===== src/rtl/lowest_free_seat_allocator_top_assert.svh =====
// -----------------------------------------------------------------------------
// Assertion macros for the lowest free seat allocator
// Clocked on clk, disabled while arst_n is low.
// -----------------------------------------------------------------------------
`ifndef LOWEST_FREE_SEAT_ALLOCATOR_TOP_ASSERT_SVH
`define LOWEST_FREE_SEAT_ALLOCATOR_TOP_ASSERT_SVH

// Same-cycle implication.
`define LFSA_ASSERT_NOW(label, ante, cons, msg) \
	label: assert property (@(posedge clk) disable iff (!arst_n) (ante) |-> (cons)) \
		else $error(msg);

// Next-cycle implication.
`define LFSA_ASSERT_NEXT(label, ante, cons, msg) \
	label: assert property (@(posedge clk) disable iff (!arst_n) (ante) |=> (cons)) \
		else $error(msg);

`endif


===== src/rtl/lfsa_pkg.sv =====
`timescale 1ns / 1ps
// -----------------------------------------------------------------------------
// lfsa_pkg
// Shared constants and controller/datapath interface types.
// -----------------------------------------------------------------------------
package lfsa_pkg;

	localparam int SEATS_DEF     = 64;
	localparam int TIME_BITS_DEF = 20;
	localparam int GUEST_W       = 6;
	localparam int SEAT_OUT_W    = 6;
	localparam int OUT_W         = 8;

	// controller -> datapath
	typedef struct packed {
		logic load;    // capture request, restart scan
		logic scan;    // read one release-time entry, advance counter
		logic commit;  // allocate found seat, load result register
	} lfsa_cmd_t;

	// datapath -> controller
	typedef struct packed {
		logic scan_last;  // counter sits on the last seat
		logic out_free;   // result register can take a new result
	} lfsa_sts_t;

endpackage


===== src/rtl/lfsa_ram.sv =====
`timescale 1ns / 1ps
// -----------------------------------------------------------------------------
// lfsa_ram
// Simple dual-port RAM, one write port, one read port with registered data.
// -----------------------------------------------------------------------------
module lfsa_ram #(
	parameter int WIDTH = 20,
	parameter int DEPTH = 64
) (
	input  logic                     clk,
	input  logic                     we,
	input  logic [$clog2(DEPTH)-1:0] waddr,
	input  logic [WIDTH-1:0]         wdata,
	input  logic [$clog2(DEPTH)-1:0] raddr,
	output logic [WIDTH-1:0]         rdata
);

	logic [WIDTH-1:0] mem [DEPTH];

	always_ff @(posedge clk) begin
		if (we) begin
			mem[waddr] <= wdata;
		end
		rdata <= mem[raddr];
	end

endmodule


===== src/rtl/lfsa_datapath.sv =====
`timescale 1ns / 1ps
// -----------------------------------------------------------------------------
// lfsa_datapath
// Busy bits, release-time RAM, scan pipeline and result register.
// -----------------------------------------------------------------------------
module lfsa_datapath #(
	parameter int SEATS     = lfsa_pkg::SEATS_DEF,
	parameter int TIME_BITS = lfsa_pkg::TIME_BITS_DEF
) (
	input  logic                        clk,
	input  logic                        arst_n,
	input  lfsa_pkg::lfsa_cmd_t         cmd,
	output lfsa_pkg::lfsa_sts_t         sts,
	input  logic [lfsa_pkg::GUEST_W-1:0] guest_index,
	input  logic [TIME_BITS-1:0]        arrival_time,
	input  logic [TIME_BITS-1:0]        departure_time,
	input  logic                        target_we,
	input  logic [lfsa_pkg::GUEST_W-1:0] target_wdata,
	output logic                        m_tvalid,
	input  logic                        m_tready,
	output logic [lfsa_pkg::OUT_W-1:0]  m_tdata
);

	localparam int SEAT_W = (SEATS > 1) ? $clog2(SEATS) : 1;
	localparam logic [SEAT_W-1:0] LAST_SEAT = SEAT_W'(SEATS - 1);

	logic [lfsa_pkg::GUEST_W-1:0] target_q;
	logic [lfsa_pkg::GUEST_W-1:0] guest_q;
	logic [TIME_BITS-1:0]         arrive_q;
	logic [TIME_BITS-1:0]         depart_q;
	logic [SEAT_W-1:0]            cnt_q;
	logic [SEAT_W-1:0]            idx_s1;
	logic                         vld_s1;
	logic [SEATS-1:0]             busy_q;
	logic                         found_q;
	logic [SEAT_W-1:0]            seat_q;
	logic [TIME_BITS-1:0]         rel_time;
	logic                         expired;
	logic                         seat_free;
	logic                         ram_we;

	logic                          out_valid_q;
	logic [lfsa_pkg::SEAT_OUT_W-1:0] out_seat_q;
	logic                          out_tgt_q;
	logic                          out_nofree_q;

	assign ram_we = cmd.commit && found_q;

	lfsa_ram #(
		.WIDTH (TIME_BITS),
		.DEPTH (SEATS)
	) u_rel_ram (
		.clk   (clk),
		.we    (ram_we),
		.waddr (seat_q),
		.wdata (depart_q),
		.raddr (cnt_q),
		.rdata (rel_time)
	);

	// release time only meaningful for busy seats
	assign expired   = busy_q[idx_s1] && (rel_time <= arrive_q);
	assign seat_free = !busy_q[idx_s1] || expired;

	always_ff @(posedge clk or negedge arst_n) begin
		if (!arst_n) begin
			target_q <= '0;
		end else if (target_we) begin
			target_q <= target_wdata;
		end
	end

	always_ff @(posedge clk) begin
		if (cmd.load) begin
			guest_q  <= guest_index;
			arrive_q <= arrival_time;
			depart_q <= departure_time;
		end
	end

	always_ff @(posedge clk or negedge arst_n) begin
		if (!arst_n) begin
			cnt_q   <= '0;
			idx_s1  <= '0;
			vld_s1  <= 1'b0;
			busy_q  <= '0;
			found_q <= 1'b0;
			seat_q  <= '0;
		end else begin
			vld_s1 <= cmd.scan;
			idx_s1 <= cnt_q;
			if (cmd.load) begin
				cnt_q   <= '0;
				found_q <= 1'b0;
				seat_q  <= '0;
			end else if (cmd.scan) begin
				cnt_q <= cnt_q + 1'b1;
			end
			if (vld_s1) begin
				if (expired) begin
					busy_q[idx_s1] <= 1'b0;
				end
				if (seat_free && !found_q) begin
					found_q <= 1'b1;
					seat_q  <= idx_s1;
				end
			end
			if (ram_we) begin
				busy_q[seat_q] <= 1'b1;
			end
		end
	end

	// result register
	always_ff @(posedge clk or negedge arst_n) begin
		if (!arst_n) begin
			out_valid_q <= 1'b0;
		end else if (cmd.commit) begin
			out_valid_q <= 1'b1;
		end else if (m_tready) begin
			out_valid_q <= 1'b0;
		end
	end

	always_ff @(posedge clk) begin
		if (cmd.commit) begin
			out_seat_q   <= found_q ? lfsa_pkg::SEAT_OUT_W'(seat_q) : '0;
			out_tgt_q    <= (guest_q == target_q);
			out_nofree_q <= !found_q;
		end
	end

	assign sts.scan_last = (cnt_q == LAST_SEAT);
	assign sts.out_free  = !out_valid_q || m_tready;

	assign m_tvalid = out_valid_q;
	assign m_tdata  = {out_nofree_q, out_tgt_q, out_seat_q};

endmodule


===== src/rtl/lfsa_ctrl.sv =====
`timescale 1ns / 1ps
// -----------------------------------------------------------------------------
// lfsa_ctrl
// Sequencer: accept request, scan all seats, drain read pipe, commit result.
// -----------------------------------------------------------------------------
`include "lowest_free_seat_allocator_top_assert.svh"

module lfsa_ctrl (
	input  logic                clk,
	input  logic                arst_n,
	input  logic                s_tvalid,
	output logic                s_tready,
	output lfsa_pkg::lfsa_cmd_t cmd,
	input  lfsa_pkg::lfsa_sts_t sts
);

	typedef enum logic [3:0] {
		ST_IDLE   = 4'b0001,
		ST_SCAN   = 4'b0010,
		ST_DRAIN  = 4'b0100,
		ST_COMMIT = 4'b1000
	} state_t;

	state_t state_q;
	state_t state_d;

	assign s_tready = (state_q == ST_IDLE);

	always_comb begin
		state_d    = state_q;
		cmd.load   = 1'b0;
		cmd.scan   = 1'b0;
		cmd.commit = 1'b0;
		unique case (state_q)
			ST_IDLE: begin
				if (s_tvalid) begin
					cmd.load = 1'b1;
					state_d  = ST_SCAN;
				end
			end
			ST_SCAN: begin
				cmd.scan = 1'b1;
				if (sts.scan_last) begin
					state_d = ST_DRAIN;
				end
			end
			// last read still in flight
			ST_DRAIN: begin
				state_d = ST_COMMIT;
			end
			ST_COMMIT: begin
				if (sts.out_free) begin
					cmd.commit = 1'b1;
					state_d    = ST_IDLE;
				end
			end
			default: begin
				state_d = ST_IDLE;
			end
		endcase
	end

	always_ff @(posedge clk or negedge arst_n) begin
		if (!arst_n) begin
			state_q <= ST_IDLE;
		end else begin
			state_q <= state_d;
		end
	end

	`LFSA_ASSERT_NOW(a_commit_room, cmd.commit, sts.out_free, "commit with result register full")
	`LFSA_ASSERT_NEXT(a_scan_to_drain, (state_q == ST_SCAN) && sts.scan_last, state_q == ST_DRAIN, "scan did not end after last seat")
	`LFSA_ASSERT_NEXT(a_load_scan, cmd.load, state_q == ST_SCAN, "accepted request did not start a scan")
	`LFSA_ASSERT_NOW(a_ready_no_scan, s_tready, !cmd.scan && !cmd.commit, "ready while request in progress")

endmodule


===== src/rtl/lowest_free_seat_allocator_top.sv =====
`timescale 1ns / 1ps
// -----------------------------------------------------------------------------
// lowest_free_seat_allocator_top
// Gives each arriving guest the lowest free seat after freeing expired seats.
// -----------------------------------------------------------------------------
// One request at a time. s_tready drops when a request is accepted and returns
// after the scan, drain and commit states, so no new request is taken before
// the last one is done. The seat release times sit in one RAM and
// are read one entry per cycle through its read port; expired seats are freed
// and the lowest free seat is picked on the way, then the seat is written.
// Results wait in an output register, so a stalled sink holds the block only
// once the next result is ready. Busy marks clear at reset; no clearing pass.
// Arrival times must be non-decreasing across requests.
module lowest_free_seat_allocator_top #(
	parameter int SEATS     = lfsa_pkg::SEATS_DEF,
	parameter int TIME_BITS = lfsa_pkg::TIME_BITS_DEF
) (
	input  logic                          clk,
	input  logic                          arst_n,
	input  logic                          target_we,
	input  logic [lfsa_pkg::GUEST_W-1:0]  target_wdata,
	input  logic                          s_tvalid,
	output logic                          s_tready,
	// [guest_index, arrival_time, departure_time] from bit 0, zero padded
	input  logic [((lfsa_pkg::GUEST_W + 2 * TIME_BITS + 7) / 8) * 8 - 1:0] s_tdata,
	output logic                          m_tvalid,
	input  logic                          m_tready,
	// [seat(6), is_target, no_free_seat] from bit 0
	output logic [lfsa_pkg::OUT_W-1:0]    m_tdata
);

	localparam int G = lfsa_pkg::GUEST_W;

	lfsa_pkg::lfsa_cmd_t cmd;
	lfsa_pkg::lfsa_sts_t sts;

	lfsa_ctrl u_ctrl (
		.clk      (clk),
		.arst_n   (arst_n),
		.s_tvalid (s_tvalid),
		.s_tready (s_tready),
		.cmd      (cmd),
		.sts      (sts)
	);

	lfsa_datapath #(
		.SEATS     (SEATS),
		.TIME_BITS (TIME_BITS)
	) u_dp (
		.clk            (clk),
		.arst_n         (arst_n),
		.cmd            (cmd),
		.sts            (sts),
		.guest_index    (s_tdata[G-1:0]),
		.arrival_time   (s_tdata[G+TIME_BITS-1:G]),
		.departure_time (s_tdata[G+2*TIME_BITS-1:G+TIME_BITS]),
		.target_we      (target_we),
		.target_wdata   (target_wdata),
		.m_tvalid       (m_tvalid),
		.m_tready       (m_tready),
		.m_tdata        (m_tdata)
	);

endmodule

===== config.mk =====
export PLATFORM = sky130hd
export DESIGN_NAME = lowest_free_seat_allocator_top
export DESIGN_NICKNAME = d
export VERILOG_FILES = /design/src/rtl/lfsa_pkg.sv /design/src/rtl/lfsa_ram.sv /design/src/rtl/lfsa_datapath.sv /design/src/rtl/lfsa_ctrl.sv /design/src/rtl/lowest_free_seat_allocator_top.sv
export VERILOG_INCLUDE_DIRS = /design/src /design/src/rtl
export SDC_FILE = /design/constraint.sdc
export NUM_CORES = 2
export LEC_CHECK = 0
export BUFFER_PORTS_ARGS = -buffer_cell sky130_fd_sc_hd__buf_2
export CORE_MARGIN = 2
export CORE_UTILIZATION = 35
export CTS_CLUSTER_DIAMETER = 80
export DETAILED_ROUTE_END_ITERATION = 8
export GPL_ROUTABILITY_DRIVEN = 0
export PLACE_DENSITY = 0.5
export SLEW_MARGIN = 15
export SYNTH_ARGS = -nofsm -noshare
export SYNTH_HDL_FRONTEND = slang
export SYNTH_HIERARCHICAL = 1
export SYNTH_SLANG_ARGS = --single-unit

===== constraint.sdc =====
create_clock -name clk -period 5.1 [get_ports clk]
set_input_delay 1.275 -clock clk [delete_from_list [all_inputs] [get_ports clk]]
set_output_delay 1.275 -clock clk [all_outputs]
set_load 0.02 [all_outputs]

Word level (Yosys, flattened, before mapping)
Memory sizes are Yosys's and may differ from the RTL's. A register that Yosys moved wholly into a read port is not among the register bits.
Index checks and enable logic that the tools add are counted.
{"block": "word_totals", "rom_bits": 0, "output_inout_bits": 10, "reg_bits": 149, "latch_bits": 0, "mem_count": 1, "mem_bits_rw": 1280, "word_cells": 77, "inputBits": 59}
{"block": "op_classes", "order_cmp": 5, "mux": 30, "bitwise_logic": 3, "n_eq_ne": 9, "reduce_logical": 13, "shift": 0, "div": 0, "add_sub_neg": 1, "mul": 0}
{"name": "u_dp.u_rel_ram.mem", "depth": 64, "word_bits": 20, "rd": 1, "rd_ports_with_merged_regs": 1, "write_ports": 1, "line_no": "lfsa_ram.sv:18", "text": "logic [WIDTH-1:0] mem [DEPTH];"}
{"cell": "$mux W64", "n": 3}
{"cell": "$and A64 B64 Y64", "n": 1}
{"cell": "$not A64 Y64", "n": 1}
{"cell": "$or A64 B64 Y64", "n": 1}
{"cell": "$mux W6", "n": 5}
{"cell": "$le A20 B20 Y1", "n": 1}
{"cell": "$pmux W4 S4", "n": 1}
{"cell": "$mux W1", "n": 15}
{"cell": "$lt A6 B7 Y1 const B", "n": 2}
{"cell": "$demux W1 S6", "n": 2}
{"cell": "$ge A6 B1 Y1 const B", "n": 2}
{"cell": "$mux W4", "n": 3}
{"cell": "$add A6 B1 Y6 const B", "n": 1}
{"cell": "$bmux W1 S6", "n": 1}
{"cell": "$eq A6 B6 Y1", "n": 1}
{"cell": "$eq A6 B6 Y1 const B", "n": 1}
{"cell": "$ne A2 B2 Y1 const B", "n": 3}
{"cell": "$logic_and A1 B1 Y1", "n": 5}
{"cell": "$eq A4 B1 Y1 const B", "n": 1}
{"cell": "$eq A4 B2 Y1 const B", "n": 1}
{"cell": "$eq A4 B3 Y1 const B", "n": 1}
{"cell": "$eq A4 B4 Y1 const B", "n": 1}
{"cell": "$reduce_bool A2 Y1", "n": 2}
{"cell": "$logic_not A1 Y1", "n": 3}
{"cell": "other kinds (2)", "n": 3}

Longest topological paths before layout
{"block": "depth", "depth_word": 10, "depth_mapped": 12}

Hierarchy
The synthesis kept the hierarchy.
{"module": "lfsa_ram", "instances": 1, "area_per_inst_um2": 49495.0, "cells_each": 2243}
{"module": "lfsa_datapath", "instances": 1, "area_per_inst_um2": 6749.0, "cells_each": 624}
{"module": "lfsa_ctrl", "instances": 1, "area_per_inst_um2": 222.7, "cells_each": 18}

Worst setup path after synthesis
Ideal clock, no wire load.
{"block": "synth_path", "path_type": "input to register", "startpoint": "in s_tvalid", "endpoint": "reg u_dp.seat_q[0]", "slack_ns": 0.414, "arrival_ns": 4.563, "n_path_buf": 1, "stages": 5, "setup_time_ns": 0.123, "t_required_ns": 4.977, "path_cell_list": "nand2_1 nor4_2 clkbuf_1 nand2b_1 o21ai_1"}
{"item": "start: declaration", "line_no": "lowest_free_seat_allocator_top.sv:22", "text": "input logic s_tvalid,"}
{"item": "end signal: assignment", "line_no": "lfsa_datapath.sv:105", "text": "seat_q <= idx_s1;"}
{"item": "end: declaration", "line_no": "lfsa_datapath.sv:36", "text": "logic [SEAT_W-1:0] seat_q;"}

Worst setup path in the final report
{"block": "layout_path", "startpoint": "reg u_dp.idx_s1[2]", "endpoint": "reg u_dp.busy_q[51]"}
{"block": "layout_via", "elab_chain_cells": 10}
{"item": "start: declaration", "line_no": "lfsa_datapath.sv:32", "text": "logic [SEAT_W-1:0] idx_s1;"}
{"item": "start signal: assignment", "line_no": "lfsa_datapath.sv:91", "text": "idx_s1 <= cnt_q;"}
{"item": "$lt A6 B7 Y1 (not written as such) or $ge A6 B1 Y1 (tied branches)", "line_no": "lfsa_datapath.sv:101", "text": "busy_q[idx_s1] <= 1'b0;"}
{"item": "$logic_and A1 B1 Y1 (not written as such)", "line_no": "lfsa_datapath.sv:101"}
{"item": "$mux W1 (not written as such)", "line_no": "lfsa_datapath.sv:101"}
{"item": "$demux W1 S6"}
{"item": "$not A64 Y64 (no source line)"}
{"item": "$and A64 B64 Y64 (no source line)"}
{"item": "$mux W64 *", "line_no": "lfsa_datapath.sv:100", "text": "if (expired) begin"}
{"item": "$mux W64 *", "line_no": "lfsa_datapath.sv:99", "text": "if (vld_s1) begin"}
{"item": "$or A64 B64 Y64 (no source line)"}
{"item": "$mux W64 *", "line_no": "lfsa_datapath.sv:108", "text": "if (ram_we) begin"}
{"item": "end signal: assignment", "line_no": "lfsa_datapath.sv:86", "text": "busy_q <= '0;"}
{"item": "end signal: indexed assignment", "line_no": "lfsa_datapath.sv:101"}
{"item": "end signal: indexed assignment", "line_no": "lfsa_datapath.sv:109", "text": "busy_q[seat_q] <= 1'b1;"}
{"item": "end: declaration", "line_no": "lfsa_datapath.sv:34", "text": "logic [SEATS-1:0] busy_q;"}
Every way passes the cells marked *; elsewhere a longest branch is shown, timed or not. The select of a mux whose other input is x is not followed.
A chain may end at the register's enable or synchronous reset.

==> run summary <==
Status = complete, no violations
Final wirelength = 148.6 mm
Core Util, Final = 40.47%
Max_slew headroom = 31.18%
CTS Buf Count = 154
Placement Setup Slack = 913.9 ps
Worst slew pin tran = 1032 ps
Peak VDD IR = 0.3632 mV
Register area share after synthesis = 75.86%
CP arrival = 4770 ps
Cell Count Post-Placement = 5094
Critical path capture point type = register
Syn Nets = 2965
Antenna violations before repair = 16
Fin crit share = 81.28%
Worst min-delay path class = register to register
Drc violations = 0
Core Area = 160400 sq um
Die width = 405.7 microns
First-pass GRT wire length = 213.1 mm
Worst-path clk slew = 60 ps
CTS root buf = clkbuf_16
R2R cell count = 9
Post-synthesis cell area = 56470 sq um
Worst Slack Setup Final = 954.7 ps
Syn avg cell area = 19.57 sq um
R2R Setup Slk = 950 ps
Flops & latches, synth = 1449
Final hold viol count = 0
Starting density of the core = 35.21%
Final ANT Viol Nets = 0
Max-Cap Viols = 0
Slew Viols, Final = 0
Grt total ovfl = 0
Htree depth = 4
Unrepaired setup endpoints after global routing = false
CTS tree = built
Synth warnings = 6
Minimum clock period = 4145 ps
Power per Cell Area = 456.1 nW/um^2
Drt first-iter violations = 3334
CTS sink count = 1449
Cell count after synthesis = 2885
Setup bufs post-CTS = 0
Layout area overhead = 14.94%
Iteration count of the initial detailed-routing pass = 6
I/O pin cnt = 69
Clk buf depth = 3
EDFF count, synth = 1334
Startpoint Class = register
Pin count of the biggest net entering global routing = 86
Resize count post-CTS = 0
Max Clock Freq = 241.2 MHz
Final nets = 3172
Setup total negative slack = 0 ps
Via count = 28890
Worst Skew = 26.82 ps
Total Die Area = 164600 sq um
Layout cells sized above 1 = 24.70%
CP Capture Point = u_dp/busy_q[51]
Finished Layout Cells = 5375
Filler cell count = 14270
Crit path kind = register to register
Total GRT Usage = 18.13%
IO Port Bufs = 66
CP startpoint = u_dp/idx_s1[2]
Reg2reg end = u_dp/busy_q[51]
HPWL Detailed = 86.99 mm
Clk_lat worst skew = 780 ps
Netlist cell types = 71
Crit-path max FO = 64
Worst r2r src = u_dp/idx_s1[2]
Main synth FF type = edfxtp_1
Post-synth ARST share = 6.556%
Hold slack = 493.5 ps
Crit path required time = 5720 ps
Routed vias/inst = 5.376
DIE HEIGHT = 405.7 microns
# setup viols final = 0
Vias in the first global route = 29740
Leak = 0.02000 uW
Wire length per cell = 27.65 microns
Hold_buf cts = 0
Row cnt = 147
-- cells in the final DEF (no fill, tap or decap), drive strengths merged, types with 32 or more instances in the layout --
master,n
a22oi,64
a31oi,33
buf,211
clkbuf,200
clkinv,58
dfrtp,94
edfxtp,1334
inv,32
mux2i,189
mux4,270
nand2,106
nor2,97
o21ai,168
o22ai,56
-- where the power goes --
part / switching [uW] / internal [uW] / total (uW) / leakage (uW)
logic: 2910 / 1870 / 4780 / 0.00452
registers: 426 / 13700 / 14200 / 0.0131
clock network: 4510 / 6150 / 10700 / 0.00233
-- flip-flops by register name, summed over array words and instances, names as in the netlist, 4 cells and up --
signal	count
u_dp/idx_s1	6
u_dp/u_rel_ram/rdata	20
u_dp/u_rel_ram/mem	1280
u_dp/seat_q	6
u_dp/depart_q	20
u_dp/target_q	6
u_dp/out_seat_q	6
u_dp/arrive_q	20
u_ctrl/state_q	4
u_dp/guest_q	6
u_dp/busy_q	64
u_dp/cnt_q	6
-- worst min-delay path by stage --
stage / cells past startpoint / slack, ps / startpoint / end
after floorplan: 0 / 400 / u_dp/cnt_q[5] / u_dp/idx_s1[5]
after global placement: 2 / 460 / u_dp/busy_q[25] / u_dp/busy_q[25]
after detailed placement: 2 / 480 / u_dp/busy_q[22] / u_dp/busy_q[22]
after CTS: 2 / 490 / u_dp/busy_q[22] / u_dp/busy_q[22]
after global routing: 2 / 520 / u_dp/busy_q[42] / u_dp/busy_q[42]
final: 2 / 490 / u_dp/busy_q[22] / u_dp/busy_q[22]
-- synth_stat cells (33+ instances only) --
| master | instances | share of area (%) |
|---|---|---|
| o21ai_1 | 91 | 0.81 |
| mux2i_1 | 189 | 3.4 |
| o21ai_0 | 77 | 0.68 |
| nor2_1 | 97 | 0.64 |
| dfrtp_1 | 94 | 4.2 |
| mux4_2 | 270 | 11 |
| a31oi_1 | 33 | 0.37 |
| o22ai_1 | 56 | 0.62 |
| buf_2 | 61 | 0.54 |
| clkbuf_1 | 58 | 0.39 |
| nand2_1 | 106 | 0.70 |
| a22oi_1 | 64 | 0.85 |
| edfxtp_1 | 1334 | 71 |
-- cells by family (layout without fill, tap and decap cells) --
logic type / Yosys count / after routing / share of synthesized area (%)
adders and majority gates: 21 / 21 / 0.4653
buffers and inverters: 186 / 515 / 1.644
other: 0 / 1 / 0
and+or+nand+nor: 340 / 340 / 2.976
xor gates and xnor gates: 10 / 10 / 0.1551
muxes: 473 / 473 / 14.40
DFF: 1449 / 1449 / 75.86
AOI/OAI and AO/OA: 406 / 406 / 4.498
-- per-layer routing --
metal | track usage (%) | vias to the layer above | share of wire, %
li1 | - | 12230 | -
met3 | 2.962 | 206 | 6.5
met1 | 25.26 | 15420 | 43
met4 | 4.931 | 0 | 2.2
met5 | 0 | - | 0
met2 | 29.51 | 1037 | 48
-- final cells by class --
class	count	area, sq um	share of cell area [%]
Timing Repair Buffer	211	1582	2.437
Sequential cell	1449	42850	66.02
Inverter	26	97.59	0.1504
Tap cell	2160	2703	4.164
Clock inverter	78	618.1	0.9523
Clock buffer	200	4163	6.414
Antenna cell	1	2.502	0.003856
Multi-Input combinational cell	1250	12890	19.86
-- worst max-delay path, cell delays in order, from the launching register on --
cell and delay [ps]:
dfrtp_1 980, buf_4 360, mux2i_1 100, a221oi_1 290
o22ai_1 180, a2111o_1 510, a2111oi_4 400, nand3_4 640
o21ai_1 360, o21ai_0 140
-- metrics by stage --
step | area [sq um] | power, uW
final | 64900 | 29600
after global routing | 64900 | 30680
after CTS | 64860 | 29950
after detailed placement | 60080 | 19280
after global placement | 60050 | 19160
after floorplan | 56470 | 17420
(Power assumes the default switching activity.)
